`src/sv/mipmap_box_downsample_unit_assert.svh`:
```
// Assertion macros shared by the mipmap downsample RTL.
// No dependencies; include with the bare file name.
`ifndef MIPMAP_BOX_DOWNSAMPLE_UNIT_ASSERT_SVH
`define MIPMAP_BOX_DOWNSAMPLE_UNIT_ASSERT_SVH

// Same-cycle implication, checked out of reset.
`define MBD_ASSERT_NOW(label, clk, rst_n, ante, cons) \
    label: assert property (@(posedge clk) disable iff (!rst_n) (ante) |-> (cons)) \
        else $error("mbd assertion failed");

// Next-cycle implication, checked out of reset.
`define MBD_ASSERT_NEXT(label, clk, rst_n, ante, cons) \
    label: assert property (@(posedge clk) disable iff (!rst_n) (ante) |=> (cons)) \
        else $error("mbd assertion failed");

`endif

```
`src/sv/mbd_pkg.sv`:
```
// Shared constants, types and helpers for the mipmap box downsample unit.
// No dependencies.
package mbd_pkg;

    localparam int MAX_WIDTH  = 4096;
    localparam int MAX_HEIGHT = 4096;
    localparam int LINE_DEPTH = MAX_WIDTH / 2;
    localparam int LINE_AW    = $clog2(LINE_DEPTH);

    localparam int DIM_W  = 13;                   // config register width
    localparam int COL_W  = $clog2(MAX_WIDTH);
    localparam int ROW_W  = $clog2(MAX_HEIGHT);
    localparam int CHAN_W = 8;
    localparam int SUM_W  = CHAN_W + 1;
    localparam int NUM_CHAN = 4;
    localparam int LINE_W = NUM_CHAN * SUM_W;
    localparam int CNT_W  = 3;

    localparam int CFG_IDX_W  = 2;
    localparam int CFG_DATA_W = 13;
    localparam logic [CFG_IDX_W-1:0] CFG_IMAGE_WIDTH   = 2'd0;
    localparam logic [CFG_IDX_W-1:0] CFG_IMAGE_HEIGHT  = 2'd1;
    localparam logic [CFG_IDX_W-1:0] CFG_CHANNEL_COUNT = 2'd2;

    localparam int FIFO_DEPTH = 4;
    localparam int FIFO_AW    = $clog2(FIFO_DEPTH);
    localparam int FIFO_LVL_W = FIFO_AW + 1;

    typedef struct packed {
        logic hold;    // capture pixel as held (even position)
        logic load;    // stage-1 load of pair sum
        logic pass;    // single-pixel image: pass through
        logic mode2d;  // stage-1 item is a 2x2 average
    } t_lane_ctl;

    typedef struct packed {
        logic [NUM_CHAN-1:0][CHAN_W-1:0] chan;
        logic                            last;
    } t_out_item;

    function automatic logic [DIM_W-1:0] clamp_dim(input logic [DIM_W-1:0] v,
                                                   input logic [DIM_W-1:0] hi);
        logic [DIM_W-1:0] res;
        res = v;
        if (v == '0) begin
            res = DIM_W'(1);
        end else if (v > hi) begin
            res = hi;
        end
        return res;
    endfunction

endpackage

```
`src/sv/mbd_out_queue.sv`:
```
// Output queue of result records, each holding all lane results and the frame-last flag.
// Depends on mbd_pkg.
module mbd_out_queue (
    input  logic                              i_clk,
    input  logic                              i_rst_n,
    input  logic                              i_push,
    input  mbd_pkg::t_out_item                i_item,
    input  logic                              i_stall,
    output logic                              o_valid,
    output mbd_pkg::t_out_item                o_item,
    output logic [mbd_pkg::FIFO_LVL_W-1:0]    o_level
);

    mbd_pkg::t_out_item                r_mem [mbd_pkg::FIFO_DEPTH];
    logic [mbd_pkg::FIFO_AW-1:0]       r_wr_ptr;
    logic [mbd_pkg::FIFO_AW-1:0]       r_rd_ptr;
    logic [mbd_pkg::FIFO_LVL_W-1:0]    r_level;
    logic                              pop;

    assign o_valid = (r_level != '0);
    assign pop     = o_valid && !i_stall;

    always_ff @(posedge i_clk) begin
        if (i_push) begin
            r_mem[r_wr_ptr] <= i_item;
        end
    end

    always_ff @(posedge i_clk) begin
        if (!i_rst_n) begin
            r_wr_ptr <= '0;
            r_rd_ptr <= '0;
            r_level  <= '0;
        end else begin
            if (i_push) begin
                r_wr_ptr <= r_wr_ptr + 1'b1;
            end
            if (pop) begin
                r_rd_ptr <= r_rd_ptr + 1'b1;
            end
            if (i_push && !pop) begin
                r_level <= r_level + 1'b1;
            end else if (pop && !i_push) begin
                r_level <= r_level - 1'b1;
            end
        end
    end

    assign o_item  = r_mem[r_rd_ptr];
    assign o_level = r_level;

endmodule

```
`config.mk`:
```
export PLATFORM = sky130hd
export DESIGN_NAME = mbd_out_queue
export DESIGN_NICKNAME = d
export VERILOG_FILES = /design/src/sv/mipmap_box_downsample_unit_assert.svh /design/src/sv/mbd_pkg.sv /design/src/sv/mbd_out_queue.sv
export SDC_FILE = /design/constraint.sdc
export NUM_CORES = 1
export LEC_CHECK = 0
export ABC_AREA = 1
export BUFFER_PORTS_ARGS = -buffer_cell sky130_fd_sc_hd__buf_2
export CORE_ASPECT_RATIO = 1.25
export CORE_MARGIN = 2
export CORE_UTILIZATION = 51
export DETAILED_ROUTE_END_ITERATION = 10
export PLACE_DENSITY = 0.78
export SLEW_MARGIN = 15
export SYNTH_ARGS = -nofsm -noshare
export SYNTH_HDL_FRONTEND = slang
export SYNTH_SLANG_ARGS = --single-unit
```
`constraint.sdc`:
```
create_clock -name i_clk -period 1.8 [get_ports i_clk]
set_clock_uncertainty 0.1 [all_clocks]
set_input_delay 0.36 -clock i_clk [delete_from_list [all_inputs] [get_ports i_clk]]
set_output_delay 0.36 -clock i_clk [all_outputs]
set_load 0.01 [all_outputs]
```
Word-level counts from Yosys, hierarchy flattened
Memory sizes are Yosys's and may differ from the RTL's. A register that Yosys moved wholly into a read port is not among the register bits.
Cells that the tools add are included.
{"block": "op_classes", "addsub": 4, "mul": 0, "div": 0, "n_lt_le_gt_ge": 0, "eq_ne": 0, "shift": 0, "mux": 6, "n_bitwise": 0, "reduce_logical": 8}
{"cell": "$mux 3", "n": 2}
{"cell": "$add 2x1->2 const B", "n": 2}
{"cell": "$mux 2", "n": 2}
{"cell": "$add 3x1->3 const B", "n": 1}
{"cell": "$logic_and 1x1->1", "n": 3}
{"cell": "$logic_not 1->1", "n": 3}
{"cell": "$reduce_bool 3->1", "n": 1}
{"cell": "$sub 3x1->3 const B", "n": 1}
{"cell": "$mux 1", "n": 2}
{"cell": "$reduce_bool 2->1", "n": 1}
{"block": "totals", "reg_bits": 7, "latchBits": 0, "mem_bits_rw": 132, "rom_bits": 0, "inputBits": 37, "output_inout_bits": 37, "word_cells": 22, "mem_count": 1}
{"name": "r_mem", "words": 4, "word_bits": 33, "read_ports": 1, "rd_clocked_by_memory_dff": 1, "wr": 1, "line_no": "mbd_out_queue.sv:14", "text": "mbd_pkg::t_out_item r_mem [mbd_pkg::FIFO_DEPTH];"}

Depth between registers and ports, before layout
Gate-level depths: netlist (run 1).
{"block": "depth", "word_depth": 5, "mapped_depth": 12}

Worst setup path before layout (run 1)
OpenSTA, ideal clock, no wires.
{"block": "synth_timing", "path_type": "flip-flop to flip-flop", "start": "reg r_level, in the netlist o_level[1]", "end": "reg r_level, in the netlist o_level[1]", "setup_time_ns": 0.116, "arrival_time_ns": 1.610, "t_required_ns": 1.584, "setup_slack_ns": -0.026, "stages_incl_launch_ff": 9, "n_path_buf": 0, "synth_period_minus_slack_ns": 1.826, "cell_sequence": "dfxtp_1 > nor2_1 > nand2_1 > nand2_1 > ha_1 > inv_1 > fa_1 > o21ai_0 > nor2_1"}
{"block": "synth_between", "elab_chain_len": 5}
{"item": "start: declaration", "line_no": "mbd_out_queue.sv:17", "text": "logic [mbd_pkg::FIFO_LVL_W-1:0] r_level;"}
{"item": "start signal: assignment", "line_no": "mbd_out_queue.sv:42", "text": "r_level <= r_level + 1'b1;"}
{"item": "start signal: assignment", "line_no": "mbd_out_queue.sv:44", "text": "r_level <= r_level - 1'b1;"}
{"item": "$reduce_bool 3->1 (*)", "line_no": "mbd_out_queue.sv:20", "text": "assign o_valid = (r_level != '0);"}
{"item": "named net o_valid", "line_no": "mbd_out_queue.sv:9", "text": "output logic o_valid,"}
{"item": "$logic_and 1x1->1 (*)", "line_no": "mbd_out_queue.sv:21", "text": "assign pop = o_valid && !i_stall;"}
{"item": "$logic_not 1->1", "line_no": "mbd_out_queue.sv:41", "text": "if (i_push && !pop) begin"}
{"item": "$logic_and 1x1->1", "line_no": "mbd_out_queue.sv:41"}
{"item": "$mux 3 / $reduce_bool 2->1 (equally long branches)"}
Mark *: on every way through the listed nets, which the timed path passes. The rest lies on a longest branch. The select of a mux whose other input is x is not followed.
A chain may end at the register's enable or synchronous reset.

==> impl_metrics.json, run 1 <==
{
  "min_from": "i_item[27]",
  "maxCapViolations": 0,
  "worst_slack_ns": -0.217,
  "final-hold-violation-count": 0,
  "worstPathArrival_ns": 1.56,
  "worstSetupStartpointType": "register",
  "whs_endpoint": "r_mem[0][27]$_DFFE_PP_",
  "dp_hpwl_mm": 6.43,
  "maxSlewViolCount": 0,
  "synth_warnings": 0,
  "crit_slowest_cell": "dfxtp_4",
  "chipWidth_microns": 95.8,
  "postRouteAntennaNets": 0,
  "initial_utilization": 0.527,
  "tns_ns": -4.44,
  "critPathMaxFanout": 17,
  "reg2reg_from": "o_level[1]$_SDFFE_PN0P_",
  "max_freq_ghz": 0.496,
  "track_usage": 0.206,
  "cts_buffers": 17,
  "rsz0062_at_grt": "yes",
  "ys_seq_area_frac": 0.771,
  "cp-end-kind": "primary output",
  "post-synth-top-count-cell": "edfxtp_1",
  "detailroute.via_count": 3472,
  "synth_largest_area_cell": "edfxtp_1",
  "routed_via_density": 5.56,
  "async_flop_share": 0,
  "reg2reg_to": "o_level[2]$_SDFFE_PN0P_",
  "h-tree-depth": 4,
  "post-place-ws_ns": 0.0443,
  "overflow": 0,
  "synthCells": 381,
  "worstMarginPinSlew_ns": 0.323,
  "worstPathCellList": "buf_8, o21ai_0, o22ai_1, buf_2",
  "cts.clk_slew.worst_paths_ns": 0.06,
  "critPathBufInv": 2,
  "worstPathRequired_ns": 1.34,
  "routed_wl_mm": 11.6,
  "cp.depth": 4,
  "first_global_vias": 3551,
  "failed_checks": "setup timing",
  "cp_top_family": "flip-flops",
  "synth_cell_types": 19,
  "rr_worst_depth": 12,
  "setup_viol": 33,
  "antenna_found_initial": 0,
  "avgSynthCellArea_sq_um": 14.1,
  "hp-class": "primary input to register",
  "yosys-top-cells-count": "edfxtp_1, nor2_1, o21ai_0",
  "die_y_microns": 119,
  "max-clock-path-buffers": 2,
  "grt_pass1_wl_mm": 16.9,
  "grt_max_degree": 23,
  "ys_ff_latch": 141,
  "cts_tree": "yes",
  "port_buffers": 73,
  "fin_nets": 525,
  "drc": 0,
  "ys_top_cells_by_area": "edfxtp_1, nor2_1, o21ai_0, o22ai_1, dfxtp_1",
  "rows": 41,
  "power_leakage_nw": 2.56,
  "min_delay_path_depth": 1,
  "worstSetupPathType": "register to primary output",
  "synth-edff-count": 132,
  "ios": 74,
  "design.die.area_sq_mm": 0.0114,
  "firstDrtPassIters": 5,
  "cpPeakStageDelay_ns": 0.44,
  "period_needed_ns": 2.02,
  "ir_worst_vdd_mv": 1.14,
  "syn_area_sq_mm": 0.00538,
  "cts.sinks": 141,
  "worst_skew_pair.late_latency_ns": 0.41,
  "status": "finished with violations",
  "root_buffer": "clkbuf_16",
  "yosysTopAreaCellShare": 0.737,
  "wl_per_cell_microns": 18.6,
  "cts_hold_buf": 0,
  "area_growth_pct": 27.9,
  "period_share": 1.12,
  "num-fill-cells": 704,
  "power.density_mw_per_mm2": 1380,
  "dominantRegCellSynth": "edfxtp_1",
  "place.gp.congestion": 0.738,
  "regToRegSetupSlack_ns": 0.09,
  "drt_first_iter_violations": 208,
  "maxSlewHeadroom": 0.784,
  "drive_gt1_frac": 0.317,
  "synth_nets": 424,
  "core-area_sq_mm": 0.0102
}
==> per-stage QoR <==
stage	total power [mW]	instances	area, sq um	util	hold slack [ns]
after global routing	9.85	624	6880	0.674	0.0481
after detailed placement	5.58	586	5990	0.587	0.383
after floorplan	4.92	381	5380	-	0.349
after CTS	9.38	622	6750	0.661	0.0421
final	9.49	625	6880	0.674	0.0577
after global placement	5.51	586	5990	0.587	0.366
==> logic make-up after synthesis <==
family                   synth area share
AO/OA/AOI/OAI                       0.109
adder cells (fa/ha/maj)            0.0154
buffers and inverters              0.0426
flip-flops                          0.771
AND/OR/NAND/NOR                    0.0624
==> flip-flops by register name, summed over array words and instances (netlist names), named ones only <==
name and flops:
r_mem 132, o_level 3, r_wr_ptr 2, r_rd_ptr 2
==> area by class of cell <==
type | instances | area, sq um | share of cell area
repair buffers | 102 | 797 | 0.116
inverters | 17 | 73.8 | 0.0107
flip-flops and latches | 141 | 4150 | 0.603
clock buffers | 17 | 425 | 0.0618
diodes | 1 | 2.50 | 0.000364
clock inverters | 15 | 193 | 0.0280
well taps | 129 | 161 | 0.0235
multi-input cells | 203 | 1080 | 0.157
==> worst max-delay path by stage <==
stage,start,endpoint,slack (ns)
after global placement,o_level[1]$_SDFFE_PN0P_,o_level[2]$_SDFFE_PN0P_,0.1
after floorplan,o_level[1]$_SDFFE_PN0P_,o_level[2]$_SDFFE_PN0P_,0.02
final,register,o_item[12],-0.22
after CTS,register,o_item[30],-0.19
after global routing,register,o_item[12],-0.26
after detailed placement,o_level[1]$_SDFFE_PN0P_,o_level[2]$_SDFFE_PN0P_,0.04
==> worst register-to-register path, stage by stage, from the launching register on <==
cell,delay [ns]
dfxtp_1,0.32
nor2_2,0.12
nand2_2,0.07
nand2_2,0.08
ha_2,0.18
inv_1,0.06
fa_2,0.34
inv_1,0.06
nand2_1,0.06
nand3_1,0.08
nand2_1,0.05
inv_1,0.04
nor2_1,0.03
==> power breakdown <==
part           switching, mW  internal (mW)  leakage [nW]  total (mW)
Sequential            0.0849           3.77          1.29        3.86
Clock                   1.27           2.31         0.301        3.58
Combinational           1.17          0.884         0.976        2.05
Total                   2.52           6.97          2.56        9.49
==> timing repair <==
item | 4_1_cts | 5_1_grt
gates cloned | 3 | 2
gates resized for setup | 31 | 33
setup buffers | 1 | 0
pin swaps | 2 | 10
setup endpoints to repair | 33 | 35
==> placed cells by master, fill, tap and decap left out, drive strengths merged <==
cell type and instances:
diode 1, o21ai 70, a21oi 6, clkinvlp 1, nor2 72, buf 100, clkbuf 19, bufinv 4
nand2 13, inv 20, dfxtp 9, nand3 2, ha 5, clkinv 7, o22ai 33, edfxtp 132
nand4 1, fa 1
==> routing by layer <==
layer | GRT usage | wire (microns)
met5 | 0 | 0
met1 | 0.231 | 4600
met2 | 0.351 | 6030
met4 | 0.0830 | 278
met3 | 0.0733 | 709
No activity file was read; power rests on OpenSTA's default activity.
==> inputs of run 2 (changes only) <==
CORE_ASPECT_RATIO = unset   (was 1.25)
==> impl_metrics.json, run 2 (synthesis gave the netlist of run 1 again) <==
{
  "cts.clk_slew.worst_paths_ns": 0.06,
  "worstMarginPinSlew_ns": 0.342,
  "h-tree-depth": 4,
  "max-clock-path-buffers": 2,
  "rows": 37,
  "min_from": "i_rst_n",
  "worstPathRequired_ns": 1.34,
  "met1_usage": 0.274,
  "final_cell_mix": "edfxtp_1, buf_2, nor2_1",
  "critPathMaxFanout": 6,
  "worstSetupStartpointType": "register",
  "grt_max_degree": 34,
  "busiest_layer": "met2",
  "period_needed_ns": 2.10,
  "place.gp.congestion": 0.826,
  "setup_viol": 33,
  "status": "finished with violations",
  "use_met2": 0.394,
  "drive_gt1_frac": 0.341,
  "power_leakage_nw": 2.67,
  "rr_worst_depth": 12,
  "antenna_cells": 0,
  "wl_per_cell_microns": 20.0,
  "largest_register_ffs": 132,
  "worst_slack_ns": -0.301,
  "dp_hpwl_mm": 6.35,
  "maxSlewViolCount": 0,
  "track_usage": 0.231,
  "area_growth_pct": 35.5,
  "maxSlewHeadroom": 0.772,
  "max_freq_ghz": 0.476,
  "period_share": 1.17,
  "final-hold-violation-count": 0,
  "reg2reg_to": "o_level[2]$_SDFFE_PN0P_",
  "routed_via_density": 5.55,
  "regToRegSetupSlack_ns": 0.07,
  "reg2reg_from": "o_level[0]$_SDFFE_PN0P_",
  "hp-class": "primary input to register",
  "top_register": "r_mem",
  "worst_skew_pair.late_latency_ns": 0.52,
  "cp-end-kind": "primary output",
  "design.die.area_sq_mm": 0.0114,
  "num-fill-cells": 649,
  "worstSetupPathType": "register to primary output",
  "ios": 74,
  "postRouteAntennaNets": 0,
  "cts.sinks": 141,
  "drc": 0,
  "port_buffers": 73,
  "detailroute.via_count": 3688,
  "ir_worst_vdd_mv": 0.830,
  "firstDrtPassIters": 4,
  "cts_buffers": 17,
  "holdWs_ns": 0.0533,
  "layout_commonest_cell": "edfxtp_1",
  "crit_path_end": "o_item[14]",
  "root_buffer": "clkbuf_8",
  "failed_checks": "setup timing",
  "routed_wl_mm": 13.3,
  "chipWidth_microns": 107,
  "overflow": 0,
  "core-area_sq_mm": 0.0103,
  "fin_nets": 559,
  "rsz0062_at_grt": "yes",
  "power.density_mw_per_mm2": 1290,
  "initial_utilization": 0.523,
  "die_y_microns": 107,
  "fin_cells": 664,
  "drt_first_iter_violations": 258,
  "first_global_vias": 3738,
  "antenna_found_initial": 0,
  "grt.met3_usage": 0.0663,
  "cts_tree": "yes",
  "grt_pass1_wl_mm": 19.3,
  "place_inst": 588,
  "worstPathArrival_ns": 1.64,
  "maxCapViolations": 0
}
-- run 2: cell count changes in the layout (fill, tap and decap cells not counted), sizes merged --
cell and delta:
bufinv -2, inv -7, diode -1, clkinvlp +3
dlygate4sd3 +33, buf +1, clkbuf +1, clkinv +4
-- run 2: cell type report --
class,count,area [sq um],share of cell area
Sequential cell,141,4150,0.570
Timing Repair Buffer,136,1150,0.157
Inverter,17,76.3,0.0105
Tap cell,136,170,0.0233
Clock buffer,18,418,0.0573
Multi-Input combinational cell,203,1200,0.165
Clock inverter,13,126,0.0173
-- run 2: per-layer routing --
layer	share of wire	vias to the layer above	routed length, microns
met5	0	-	0
met4	0.014	0	190
met3	0.064	15	851
met2	0.53	163	7090
met1	0.39	1820	5170
li1	-	1690	-
-- run 2: report_power, final --
| part | switching, mW | internal [mW] | total, mW |
|---|---|---|---|
| clock | 1.28 | 1.94 | 3.22 |
| sequential | 0.0910 | 3.77 | 3.86 |
| combinational | 1.29 | 1.02 | 2.31 |
| total | 2.66 | 6.74 | 9.40 |
-- run 2: how the worst min path moves through the flow --
stage	endpoint	depth (start not counted)
global placement	r_rd_ptr[0]$_SDFFE_PN0P_	2
finish	r_wr_ptr[1]$_SDFFE_PN0P_	3
floorplan	register	2
global route	r_wr_ptr[1]$_SDFFE_PN0P_	3
CTS	o_level[2]$_SDFFE_PN0P_	3
detailed placement	r_rd_ptr[0]$_SDFFE_PN0P_	2
-- run 2: metrics by stage --
| step | setup TNS, ns | util | total power, mW | worst slack (ns) | cell area (sq um) |
|---|---|---|---|---|---|
| 2_1_floorplan | 0 | - | 4.92 | 0.0232 | 5380 |
| 3_3_place_gp | 0 | 0.580 | 5.47 | 0.0717 | 5960 |
| 3_5_place_dp | -0.0256 | 0.580 | 5.54 | -0.0256 | 5960 |
| 4_1_cts | -8.66 | 0.685 | 9.07 | -0.307 | 7040 |
| 5_1_grt | -10.96 | 0.709 | 9.77 | -0.374 | 7290 |
| 6_report | -8.44 | 0.709 | 9.40 | -0.301 | 7290 |
-- run 2: what timing repair did --
item,CTS,global route
setup buffers,3,3
resized for setup,40,58
endpoints found under the setup margin,34,35
hold buffers,33,0
pin swaps,12,15
gates cloned,4,2
hold endpoints to repair,132,0
-- run 2: worst max-delay path: stages (launching register included) --
cell	delay, ns
dfxtp_4	0.43
buf_8	0.16
clkbuf_16	0.17
nor2_1	0.05
o22ai_1	0.16
buf_2	0.16
==> inputs of run 3 (changes only) <==
PLACE_DENSITY = 0.72   (was 0.78)
==> impl_metrics.json, run 3 (synthesis gave the netlist of run 1 again) <==
{
  "busiest_layer": "met2",
  "largest_register_ffs": 132,
  "ios": 74,
  "cpPeakStageDelay_ns": 0.37,
  "worstPathCellList": "inv_4, buf_4, o21ai_1, o22ai_1, buf_2",
  "layout_commonest_cell": "edfxtp_1",
  "area_growth_pct": 37.5,
  "fin_nets": 561,
  "h-tree-depth": 4,
  "place_area_sq_mm": 0.00597,
  "cts.sinks": 141,
  "detailroute.via_count": 3656,
  "die_y_microns": 107,
  "root_buffer": "clkbuf_8",
  "worst_slack_ns": -0.312,
  "critPathMaxFanout": 7,
  "rsz0062_at_grt": "yes",
  "track_usage": 0.219,
  "final_cell_mix": "edfxtp_1, buf_2, nor2_1",
  "firstDrtPassIters": 5,
  "use_met2": 0.368,
  "antenna_cells": 0,
  "initial_utilization": 0.523,
  "drive_gt1_frac": 0.365,
  "port_buffers": 73,
  "top_register": "r_mem",
  "setup_viol": 33,
  "crit_slowest_cell": "dfxtp_4",
  "final-hold-violation-count": 0,
  "worst_skew_pair.late_latency_ns": 0.52,
  "worstSetupStartpointType": "register",
  "cp_top_family": "buffers and inverters",
  "design.die.area_sq_mm": 0.0114,
  "power.density_mw_per_mm2": 1300,
  "first_global_vias": 3570,
  "postRouteAntennaNets": 0,
  "cts.clk_slew.worst_paths_ns": 0.06,
  "maxSlewViolCount": 0,
  "worstPathArrival_ns": 1.65,
  "maxCapViolations": 0,
  "grt.met3_usage": 0.0638,
  "rows": 37,
  "overflow": 0,
  "cts_tree": "yes",
  "status": "finished with violations",
  "critPathBufInv": 3,
  "max_freq_ghz": 0.473,
  "drt_first_iter_violations": 252,
  "cp-end-kind": "primary output",
  "fin_cells": 667,
  "worstMarginPinSlew_ns": 0.307,
  "core-area_sq_mm": 0.0103,
  "period_share": 1.17,
  "chipWidth_microns": 107,
  "drc": 0,
  "num-fill-cells": 668,
  "power_leakage_nw": 2.75,
  "dp_hpwl_mm": 6.30,
  "grt_max_degree": 25,
  "maxSlewHeadroom": 0.793,
  "cts_buffers": 17,
  "failed_checks": "setup timing",
  "wl_per_cell_microns": 18.7,
  "worstSetupPathType": "register to primary output",
  "period_needed_ns": 2.11,
  "routed_via_density": 5.48,
  "hp-class": "primary input to register",
  "worstPathRequired_ns": 1.34,
  "routed_wl_mm": 12.5,
  "ir_worst_vdd_mv": 0.763,
  "final_area_sq_mm": 0.00739,
  "antenna_found_initial": 0,
  "grt_pass1_wl_mm": 18.2,
  "place.gp.congestion": 0.745,
  "max-clock-path-buffers": 2,
  "met1_usage": 0.264,
  "place_inst": 592
}
-- run 3: cell types whose count changed in the layout (fill, tap and decap cells not counted), moves of 5 or more --
cell,change
inv_6,+6
nor2_1,-9
nor2_4,+5
inv_1,+5
buf_4,+5
clkinv_1,-5
-- run 3: per-layer routing --
metal,up-vias,routed length (microns)
li1,1698,-
met1,1799,5080
met2,139,6440
met3,20,755
met4,0,227
met5,-,0
-- run 3: metrics by stage --
stage	hold WS [ns]	total power [mW]	util	setup WS, ns	TNS (ns)
2_1_floorplan	0.349	4.92	-	0.0232	0
5_1_grt	0.0386	10.0	0.719	-0.387	-11.04
6_report	0.0287	9.64	0.719	-0.312	-8.72
4_1_cts	0.0174	9.37	0.694	-0.308	-9.07
3_3_place_gp	0.366	5.50	0.581	0.0942	0
3_5_place_dp	0.378	5.54	0.581	0.0444	0
-- run 3: final timing paths --
path | startpoint | endpoint | slack, ns | cells after the start
setup reg to reg | o_level[2]$_SDFFE_PN0P_ | o_level[1]$_SDFFE_PN0P_ | 0.12 | 8
hold reg to reg | r_rd_ptr[0]$_SDFFE_PN0P_ | r_rd_ptr[0]$_SDFFE_PN0P_ | 0.38 | 2
hold / removal | i_rst_n | o_level[2]$_SDFFE_PN0P_ | 0.03 | 3
setup / recovery | register | o_item[1] | -0.31 | 5
-- run 3: where the power goes --
group / switching, mW / total, mW / internal, mW
Sequential: 0.0971 / 3.87 / 3.77
Combinational: 1.29 / 2.33 / 1.04
Clock: 1.50 / 3.44 / 1.93
Total: 2.89 / 9.64 / 6.75
-- run 3: area by class of cell --
type	instances	area, sq um	share of cell area
clock buffers	17	414	0.0560
repair buffers	138	1160	0.157
clock inverters	15	185	0.0250
well taps	136	170	0.0230
flip-flops and latches	141	4150	0.562
inverters	17	73.8	0.00998
multi-input cells	203	1240	0.168
-- run 3: worst register-to-register path: cells and delay by family, from the launching register on --
kind / cells / cell delay, ns
buffers and inverters: 2 / 0.15
adders and majority gates: 2 / 0.60
AOI/OAI and AO/OA: 1 / 0.18
and+or+nand+nor: 3 / 0.19
DFF: 1 / 0.35
-- run 3: timing repair --
action | CTS | global route
gates resized for setup | 36 | 65
hold buffers | 33 | 0
pin swaps | 6 | 25
setup buffers | 3 | 0
endpoints found under the hold margin | 132 | 0
setup endpoints to repair | 33 | 36
gates cloned | 5 | 3
